**config.mk**
```make
export PLATFORM = sky130hd
export DESIGN_NAME = rate_monotonic_tick_scheduler
export DESIGN_NICKNAME = d
export VERILOG_FILES = /design/src/hw/rtl/rmts_pkg.sv /design/src/hw/rtl/rmts_state_ram.sv /design/src/hw/rtl/rmts_sched_core.sv /design/src/hw/rtl/rate_monotonic_tick_scheduler.sv
export SDC_FILE = /design/constraint.sdc
export NUM_CORES = 1
export LEC_CHECK = 0
export BUFFER_PORTS_ARGS = -buffer_cell sky130_fd_sc_hd__buf_4
export CORE_MARGIN = 5
export CORE_UTILIZATION = 65
export DETAILED_ROUTE_END_ITERATION = 10
export GPL_TIMING_DRIVEN = 0
export PLACE_DENSITY = 0.83
export SLEW_MARGIN = 20
export SYNTH_ARGS = -nofsm -noshare
export SYNTH_HDL_FRONTEND = slang
export SYNTH_SLANG_ARGS = --single-unit
```
**constraint.sdc**
```tcl
create_clock -name clk -period 10.3 [get_ports clk]
set_input_delay 1.03 -clock clk [delete_from_list [all_inputs] [get_ports clk]]
set_output_delay 1.03 -clock clk [all_outputs]
set_load 0.005 [all_outputs]
```
**src/hw/rtl/rmts_pkg.sv**
```systemverilog
// Shared types and constants for the rate-monotonic tick scheduler.
// No dependencies; imported by every module of the block.
package rmts_pkg;

  // Configuration slots for tasks; registers beyond NUM_TASKS are stored but unused.
  localparam int SLOTS  = 4;
  localparam int SLOT_W = 2;

  // Configuration register index map.
  localparam int CFG_IDX_W = 4;
  localparam logic [CFG_IDX_W-1:0] REG_BURST_BASE  = 4'd0;
  localparam logic [CFG_IDX_W-1:0] REG_PERIOD_BASE = 4'd4;
  localparam logic [CFG_IDX_W-1:0] REG_COUNT       = 4'd8;

  // Selection codes: 0..3 name a task.
  localparam logic [2:0] CHOICE_IDLE = 3'd4;
  localparam logic [2:0] CHOICE_NONE = 3'd7;

  typedef logic [SLOTS-1:0][15:0] rmts_cfg_arr_t;

  typedef struct packed {
    logic [1:0]  running_task;
    logic        cpu_idle;
    logic        choice_changed;
    logic [15:0] tick_time;
  } rmts_result_t;

  typedef enum logic [1:0] {
    ST_IDLE,
    ST_READ,
    ST_EVAL,
    ST_FINISH
  } rmts_state_t;

endpackage

```
**src/hw/rtl/rmts_state_ram.sv**
```systemverilog
// Per-task state memory: remaining work and release countdown for each task.
// Synchronous write, registered read; valid bits make cleared entries read as zero.
module rmts_state_ram #(
  parameter int NUM_TASKS  = 4,
  parameter int COUNT_BITS = 16,
  parameter int IDX_W      = 2
) (
  input  logic                  clk,
  input  logic                  rst_n,
  input  logic                  clear,
  input  logic                  rd_en,
  input  logic [IDX_W-1:0]      rd_addr,
  output logic [COUNT_BITS-1:0] rd_work,
  output logic [COUNT_BITS-1:0] rd_cd,
  input  logic                  we,
  input  logic [IDX_W-1:0]      wr_addr,
  input  logic [COUNT_BITS-1:0] wr_work,
  input  logic [COUNT_BITS-1:0] wr_cd
);
  import rmts_pkg::*;

  logic [2*COUNT_BITS-1:0] mem [NUM_TASKS];
  logic [NUM_TASKS-1:0]    valid_r;
  logic [2*COUNT_BITS-1:0] rd_data_r;
  logic                    rd_valid_r;

  always_ff @(posedge clk) begin
    if (we) begin
      mem[wr_addr] <= {wr_work, wr_cd};
    end
    if (rd_en) begin
      rd_data_r <= mem[rd_addr];
    end
  end

  // An entry counts as zero until it has been written since the last clear.
  always_ff @(posedge clk) begin
    if (!rst_n) begin
      valid_r    <= '0;
      rd_valid_r <= 1'b0;
    end else begin
      if (clear) begin
        valid_r <= '0;
      end else if (we) begin
        valid_r[wr_addr] <= 1'b1;
      end
      if (rd_en) begin
        rd_valid_r <= valid_r[rd_addr];
      end
    end
  end

  assign rd_work = rd_valid_r ? rd_data_r[2*COUNT_BITS-1:COUNT_BITS] : '0;
  assign rd_cd   = rd_valid_r ? rd_data_r[COUNT_BITS-1:0] : '0;

endmodule

```
**src/hw/rtl/rmts_sched_core.sv**
```systemverilog
// Scheduler sequencer: walks the task state memory once per tick, applies releases,
// picks the rate-monotonic winner and charges it one tick. Uses rmts_pkg and rmts_state_ram.
module rmts_sched_core #(
  parameter int NUM_TASKS  = 4,
  parameter int COUNT_BITS = 16
) (
  input  logic                  clk,
  input  logic                  rst_n,
  input  logic                  tick_valid,
  input  logic                  tick_restart,
  output logic                  tick_ready,
  input  rmts_pkg::rmts_cfg_arr_t burst,
  input  rmts_pkg::rmts_cfg_arr_t period,
  output logic                  res_valid,
  input  logic                  res_ready,
  output rmts_pkg::rmts_result_t res
);
  import rmts_pkg::*;

  localparam int IDX_W = (NUM_TASKS > 1) ? $clog2(NUM_TASKS) : 1;
  localparam logic [31:0] CNT_MAX = 32'((64'd1 << COUNT_BITS) - 64'd1);
  localparam logic [IDX_W-1:0] LAST_IDX = IDX_W'(NUM_TASKS - 1);

  rmts_state_t           state_r, state_nxt;
  logic [IDX_W-1:0]      idx_r;
  logic                  found_r;
  logic [IDX_W-1:0]      best_idx_r;
  logic [15:0]           best_period_r;
  logic [COUNT_BITS-1:0] best_work_r;
  logic [COUNT_BITS-1:0] best_cd_r;
  logic [2:0]            prev_choice_r;
  logic [15:0]           time_r;

  logic                  accept;
  logic                  rd_en;
  logic                  we;
  logic [IDX_W-1:0]      wr_addr;
  logic [COUNT_BITS-1:0] wr_work;
  logic [COUNT_BITS-1:0] wr_cd;
  logic [COUNT_BITS-1:0] rd_work;
  logic [COUNT_BITS-1:0] rd_cd;
  logic [15:0]           cur_burst;
  logic [15:0]           cur_period;
  logic [COUNT_BITS-1:0] new_work;
  logic [COUNT_BITS-1:0] new_cd;
  logic                  take;
  logic [2:0]            choice;

  function automatic logic [COUNT_BITS-1:0] clamp_cnt(input logic [15:0] v);
    logic [31:0] ext;
    ext = {16'b0, v};
    if (ext > CNT_MAX) begin
      return CNT_MAX[COUNT_BITS-1:0];
    end
    return ext[COUNT_BITS-1:0];
  endfunction

  rmts_state_ram #(
    .NUM_TASKS (NUM_TASKS),
    .COUNT_BITS(COUNT_BITS),
    .IDX_W     (IDX_W)
  ) u_ram (
    .clk    (clk),
    .rst_n  (rst_n),
    .clear  (accept && tick_restart),
    .rd_en  (rd_en),
    .rd_addr(idx_r),
    .rd_work(rd_work),
    .rd_cd  (rd_cd),
    .we     (we),
    .wr_addr(wr_addr),
    .wr_work(wr_work),
    .wr_cd  (wr_cd)
  );

  assign accept     = tick_valid && tick_ready;
  assign cur_burst  = burst[SLOT_W'(idx_r)];
  assign cur_period = period[SLOT_W'(idx_r)];

  // Release update and candidate compare for the entry just read.
  always_comb begin
    new_work = rd_work;
    new_cd   = rd_cd;
    if (cur_period == 16'd0) begin
      new_work = '0;
      new_cd   = '0;
    end else if (rd_cd == '0) begin
      new_work = clamp_cnt(cur_burst);
      new_cd   = clamp_cnt(cur_period - 16'd1);
    end else begin
      new_cd = rd_cd - COUNT_BITS'(1);
    end
    take = (cur_period != 16'd0) && (new_work != '0) &&
           (!found_r || (cur_period < best_period_r));
  end

  always_comb begin
    state_nxt  = state_r;
    tick_ready = 1'b0;
    rd_en      = 1'b0;
    we         = 1'b0;
    wr_addr    = idx_r;
    wr_work    = new_work;
    wr_cd      = new_cd;
    res_valid  = 1'b0;
    unique case (state_r)
      ST_IDLE: begin
        tick_ready = 1'b1;
        if (tick_valid) begin
          state_nxt = ST_READ;
        end
      end
      ST_READ: begin
        rd_en     = 1'b1;
        state_nxt = ST_EVAL;
      end
      ST_EVAL: begin
        we = 1'b1;
        if (idx_r == LAST_IDX) begin
          state_nxt = ST_FINISH;
        end else begin
          state_nxt = ST_READ;
        end
      end
      ST_FINISH: begin
        // The winner is charged one tick; rewriting while stalled is harmless.
        res_valid = 1'b1;
        we        = found_r;
        wr_addr   = best_idx_r;
        wr_work   = best_work_r - COUNT_BITS'(1);
        wr_cd     = best_cd_r;
        if (res_ready) begin
          state_nxt = ST_IDLE;
        end
      end
      default: begin
        state_nxt = ST_IDLE;
      end
    endcase
  end

  always_ff @(posedge clk) begin
    if (!rst_n) begin
      state_r       <= ST_IDLE;
      idx_r         <= '0;
      found_r       <= 1'b0;
      prev_choice_r <= CHOICE_NONE;
      time_r        <= 16'd0;
    end else begin
      state_r <= state_nxt;
      if (accept) begin
        idx_r   <= '0;
        found_r <= 1'b0;
        if (tick_restart) begin
          prev_choice_r <= CHOICE_NONE;
          time_r        <= 16'd0;
        end
      end
      if (state_r == ST_EVAL) begin
        if (take) begin
          found_r <= 1'b1;
        end
        if (idx_r != LAST_IDX) begin
          idx_r <= idx_r + IDX_W'(1);
        end
      end
      if (state_r == ST_FINISH && res_ready) begin
        prev_choice_r <= choice;
        time_r        <= time_r + 16'd1;
      end
    end
  end

  always_ff @(posedge clk) begin
    if (state_r == ST_EVAL && take) begin
      best_idx_r    <= idx_r;
      best_period_r <= cur_period;
      best_work_r   <= new_work;
      best_cd_r     <= new_cd;
    end
  end

  assign choice             = found_r ? 3'(best_idx_r) : CHOICE_IDLE;
  assign res.running_task   = found_r ? 2'(best_idx_r) : 2'b00;
  assign res.cpu_idle       = !found_r;
  assign res.choice_changed = (choice != prev_choice_r);
  assign res.tick_time      = time_r;

`ifndef ASSERT_OFF
  a_task_in_range: assert property (@(posedge clk) disable iff (!rst_n)
    res_valid && !res.cpu_idle |-> 32'(res.running_task) < NUM_TASKS)
    else $error("running task index beyond the task count");

  a_idle_task_zero: assert property (@(posedge clk) disable iff (!rst_n)
    res_valid && res.cpu_idle |-> res.running_task == 2'b00)
    else $error("idle result carries a nonzero task index");

  a_restart_clears: assert property (@(posedge clk) disable iff (!rst_n)
    accept && tick_restart |=> time_r == 16'd0 && prev_choice_r == CHOICE_NONE)
    else $error("restart did not clear time and previous choice");

  a_result_holds: assert property (@(posedge clk) disable iff (!rst_n)
    res_valid && !res_ready |=> res_valid && $stable(res))
    else $error("result changed while stalled");
`endif

endmodule

```
**src/hw/rtl/rate_monotonic_tick_scheduler.sv**
```systemverilog
// Rate-monotonic tick scheduler, top level. Depends on rmts_pkg and rmts_sched_core.
// Each tick is taken in the idle state, then every task is read and written back in turn
// on the state memory, and the result is handed to the output register. A new tick is
// taken only after the previous one has handed off its result; that result waits in the
// output register so the next tick can start. Reset (synchronous, active low) zeroes
// configuration, task state, time and marks the previous choice as none.
module rate_monotonic_tick_scheduler #(
  parameter int NUM_TASKS  = 4,
  parameter int COUNT_BITS = 16
) (
  input  logic                           clk,
  input  logic                           rst_n,
  input  logic                           in_valid,
  output logic                           in_ready,
  input  logic                           in_restart,
  output logic                           out_valid,
  input  logic                           out_ready,
  output logic [1:0]                     out_running_task,
  output logic                           out_cpu_idle,
  output logic                           out_choice_changed,
  output logic [15:0]                    out_tick_time,
  input  logic                           cfg_we,
  input  logic [rmts_pkg::CFG_IDX_W-1:0] cfg_index,
  input  logic [15:0]                    cfg_wdata
);
  import rmts_pkg::*;

  // Configuration registers: bursts and periods for every slot. Slots at or
  // above NUM_TASKS are kept but never walked by the core.
  rmts_cfg_arr_t burst_r;
  rmts_cfg_arr_t period_r;

  // Output register that parts the core from the result channel.
  logic         out_valid_r;
  rmts_result_t out_res_r;

  logic         core_res_valid;
  logic         core_res_ready;
  rmts_result_t core_res;

  // Writes to indexes past the last period register are dropped.
  always_ff @(posedge clk) begin
    if (!rst_n) begin
      burst_r  <= '0;
      period_r <= '0;
    end else if (cfg_we) begin
      if (cfg_index < REG_PERIOD_BASE) begin
        burst_r[SLOT_W'(cfg_index - REG_BURST_BASE)] <= cfg_wdata;
      end else if (cfg_index < REG_COUNT) begin
        period_r[SLOT_W'(cfg_index - REG_PERIOD_BASE)] <= cfg_wdata;
      end
    end
  end

  rmts_sched_core #(
    .NUM_TASKS (NUM_TASKS),
    .COUNT_BITS(COUNT_BITS)
  ) u_core (
    .clk         (clk),
    .rst_n       (rst_n),
    .tick_valid  (in_valid),
    .tick_restart(in_restart),
    .tick_ready  (in_ready),
    .burst       (burst_r),
    .period      (period_r),
    .res_valid   (core_res_valid),
    .res_ready   (core_res_ready),
    .res         (core_res)
  );

  // The core may hand over a new result whenever the register is empty or is
  // being emptied by a transfer in this same cycle.
  assign core_res_ready = !out_valid_r || out_ready;

  always_ff @(posedge clk) begin
    if (!rst_n) begin
      out_valid_r <= 1'b0;
    end else if (core_res_ready) begin
      out_valid_r <= core_res_valid;
    end
  end

  always_ff @(posedge clk) begin
    if (core_res_valid && core_res_ready) begin
      out_res_r <= core_res;
    end
  end

  assign out_valid          = out_valid_r;
  assign out_running_task   = out_res_r.running_task;
  assign out_cpu_idle       = out_res_r.cpu_idle;
  assign out_choice_changed = out_res_r.choice_changed;
  assign out_tick_time      = out_res_r.tick_time;

endmodule

```
==> flow_summary_export.csv <==
group,metric,value,unit
run_status,status,"finished, final reports clean",
clocking,cts-root-buf,"clkbuf_16",
synth,syn_area_per_cell,12.2,µm²
synth,ys_warn_count,0,
global_routing,grt_pass1_wl,64500,µm
final_layout,area_delta_synth_final,12.4,%
clocking,postCtsSetupRepairBufs,0,
synth,synth-edff-count,230,
critical_path,worstPathMaxFanout,26,
final_layout,seq_area,0.0101,mm²
power,peakVddDrop,0.000163,V
floorplan,boundaryPins,48,
clocking,cts_tree,"done",
detailed_routing,route.detailed.drc,0,
final_layout,fillers,1576,
critical_path,end_kind,"flop",
power,p_sw,0.700,mW
detailed_routing,vias,11600,
synth,synth_compound_area_share,6.94,%
job,max-cap-violations,0,
place,dpl.hpwl,27800,µm
final_layout,multi_input_area,0.00608,mm²
timing,worst_slack,5.38,ns
clocking,cts-htree-levels,2,
hold_path,hp-class,"reg2reg",
global_routing,grt_antenna_before_repair,0,
power,clkPwrFrac,43.3,%
synth,ys_types,62,
timing,max_freq,203,MHz
timing,fin_tns_setup,0,ns
detailed_routing,wl_per_cell,23.1,µm
timing,setup_violations,0,
timing,skew,0.00980,ns
critical_path,crit_required,10.52,ns
final_layout,layout-drive-gt1-share,14.0,%
place,port_buffers,28,
synth,synthFlopType,"edfxtp_1",
detailed_routing,vias_per_cell,6.45,
synth,syn_nets,1401,
timing,slew_headroom,34.3,%
timing,fin_crit,4.92,ns
timing,period_share,47.8,%
power,power_density,171,mW/mm²
clocking,cts_resized,0,
power,p_leak,6.40,nW
detailed_routing,first_pass_iters,5,
final_layout,diodes,0,
floorplan,rows,58,
detailed_routing,drt_iter0_markers,1532,
clocking,insertion_delay,0.53,ns
detailed_routing,wirelength,41400,µm
synth,synth_top_family_by_area,"multiplexers",
clocking,cts_buffers,40,
synth,async_flop_share,0,%
clocking,cts.sinks,388,
power,p_seq_share,52.4,%
synth,synth_area,0.0166,mm²
synth,synth_mux_area_share,14.3,%
clocking,holdBufCountCts,0,
final_layout,final_core_util,74.0,%
power,swShare,22.0,%
critical_path,r2r_slack,5.38,ns
timing,report.final.slew_viol_count,0,
timing,rsz0062_at_grt,"no",
synth,yosysSeqAreaShare,60.7,%
floorplan,dieArea,0.0288,mm²
place,dp_slack,5.45,ns
floorplan,die_y,170,µm
timing,worst_pin_slew,0.986,ns
detailed_routing,ant_nets,0,
synth,synth_xor_area_share,1.22,%
synth,synth-simple-area-share,12.5,%
timing,report.final.hold_viol_count,0,
critical_path,cp_data_arrival_time,5.15,ns
global_routing,grt-ovfl-total,0,
final_layout,nNetsFinal,1477,
clocking,cts.reportedPaths.clkPinSlew,0.06,ns
floorplan,coreArea,0.0252,mm²
global_routing,track_usage,28.8,%
synth,ys_ff_latch,388,
synth,synthCells,1356,
power,p_int,2.48,mW
critical_path,start_kind,"flop",
place,gp_congestion,0.924,
clocking,max-clock-path-buffers,3,
global_routing,grt_max_degree,30,
critical_path,worstSetupPathType,"reg2reg",
power,combPwrFrac,4.3,%
floorplan,die_x,170,µm
synth,synthAdderAreaFrac,1.43,%
floorplan,start_util,65.8,%
global_routing,first_global_vias,11600,
stage by stage:
step / area (µm²) / power (mW) / std cells / hold slack, ns
after floorplan: 16600 / 1.79 / 1356 / 0.416
after global placement: 17200 / 1.83 / 1714 / 0.429
after detailed placement: 17400 / 1.83 / 1720 / 0.434
after CTS: 18600 / 3.19 / 1793 / 0.448
after global routing: 18600 / 3.28 / 1793 / 0.460
final: 18600 / 3.18 / 1793 / 0.448
synthesized netlist by cell type, types with 3 or more instances:
| library cell | instances | area, µm² |
|---|---|---|
| edfxtp_1 | 230 | 6910 |
| nand2_1 | 204 | 766 |
| dfxtp_1 | 158 | 3160 |
| nor2_1 | 124 | 465 |
| a21oi_1 | 99 | 495 |
| clkbuf_1 | 76 | 285 |
| mux2i_1 | 69 | 691 |
| mux4_2 | 65 | 1460 |
| nand3_1 | 39 | 195 |
| inv_1 | 21 | 78.8 |
| ha_1 | 19 | 238 |
| mux2_2 | 19 | 214 |
| nor3_1 | 17 | 85.1 |
| xor2_1 | 15 | 131 |
| nor4_1 | 14 | 87.6 |
| o21ai_0 | 14 | 70.1 |
| o31ai_1 | 12 | 90.1 |
| a22oi_1 | 10 | 75.1 |
| buf_2 | 10 | 50.1 |
| and3_1 | 9 | 56.3 |
| buf_1 | 9 | 33.8 |
| o21ai_1 | 8 | 40.0 |
| xnor2_1 | 8 | 70.1 |
| and2_1 | 7 | 43.8 |
| or4_1 | 7 | 52.6 |
| nand4_1 | 6 | 37.5 |
| o21a_1 | 6 | 45.0 |
| a21o_1 | 5 | 37.5 |
| a22o_1 | 5 | 43.8 |
| a31oi_1 | 5 | 31.3 |
| nand2b_1 | 5 | 31.3 |
| nand3b_1 | 5 | 37.5 |
| nor2b_1 | 5 | 31.3 |
| or3_1 | 5 | 31.3 |
| and4_1 | 4 | 35.0 |
| nor3b_1 | 4 | 30.0 |
| nand4b_1 | 3 | 26.3 |
| o41ai_1 | 3 | 26.3 |
final cells by class:
cell class / count / area share (%)
plain buffers: 97 / 2.08
clock buffers: 52 / 5.89
clock inverters: 21 / 0.799
inverters: 23 / 0.463
multi-input cells: 848 / 32.6
flip-flops and latches: 388 / 54.0
well taps: 330 / 2.22
repair buffers: 34 / 1.89
routing by layer:
metal / GRT usage [%] / part of all wire [%]
met3: 5.59 / 8.1
met2: 46.6 / 48
met5: 0 / 0
met4: 12.0 / 4.3
met1: 38.6 / 39
critical path, stage by stage (launching register included):
cell and delay [ns]:
dfxtp_1 0.42, clkbuf_1 0.37, buf_2 0.37, buf_2 0.36
mux4_2 0.44, ha_1 0.33, and4_1 0.22, a221oi_1 0.43
o22ai_1 0.14, or4b_1 0.55, nor2_4 0.68, buf_12 0.28
worst paths after layout:
| check | start | to | cells past startpoint |
|---|---|---|---|
| max | u_core.idx_r[1] | u_core.best_cd_r[9] | 11 |
| min | u_core.time_r[15] | out_tick_time[15] | 0 |
| max reg2reg | u_core.idx_r[1] | u_core.best_cd_r[9] | 11 |
| min reg2reg | u_core.time_r[15] | out_tick_time[15] | 0 |
kinds of logic (layout without fill, tap and decap cells):
| family | after synthesis | count (layout) |
|---|---|---|
| compound gates | 189 | 189 |
| xor+xnor | 23 | 23 |
| fa+ha+maj | 19 | 19 |
| buf+inv | 120 | 227 |
| flops | 388 | 388 |
| mux | 153 | 153 |
| simple gates | 464 | 464 |
layout by cell type, fill, tap and decap left out, types with 5 or more instances in the layout:
master,n
edfxtp_1,230
nand2_1,204
dfxtp_1,158
nor2_1,119
a21oi_1,99
clkbuf_1,84
mux2i_1,69
mux4_2,65
clkbuf_16,41
nand3_1,39
buf_4,29
inv_1,21
mux2_2,19
ha_1,19
nor3_1,17
xor2_1,15
nor4_1,14
o21ai_0,14
o31ai_1,12
buf_2,10
a22oi_1,10
clkinv_2,10
buf_1,9
and3_1,9
xnor2_1,8
o21ai_1,8
or4_1,7
and2_1,7
o21a_1,6
nand4_1,6
or3_1,5
nand2b_1,5
a22o_1,5
a31oi_1,5
a21o_1,5
nand3b_1,5
nor2_4,5
sequential cells by signal, indices dropped and copies added, names as in the netlist:
register / count
u_core.best_work_r: 16
u_core.idx_r: 2
burst_r: 64
u_core.prev_choice_r: 3
u_core.u_ram.mem: 128
out_choice_changed: 1
u_core.state_r: 2
u_core.u_ram.rd_data_r: 32
out_running_task: 2
out_tick_time: 16
u_core.best_idx_r: 2
u_core.best_cd_r: 16
u_core.time_r: 16
u_core.found_r: 1
u_core.u_ram.rd_valid_r: 1
period_r: 64
u_core.u_ram.valid_r: 4
u_core.best_period_r: 16
out_valid: 1
out_cpu_idle: 1
power by group through the flow:
stage          Combinational [mW]  Clock [mW]  Sequential (mW)
2_1_floorplan              0.0889           0             1.70
3_3_place_gp                0.125           0             1.70
3_5_place_dp                0.134           0             1.70
4_1_cts                     0.135        1.39             1.67
5_1_grt                     0.148        1.46             1.67
6_report                    0.137        1.38             1.67
Note: power is estimated with default switching activity, not from simulation.
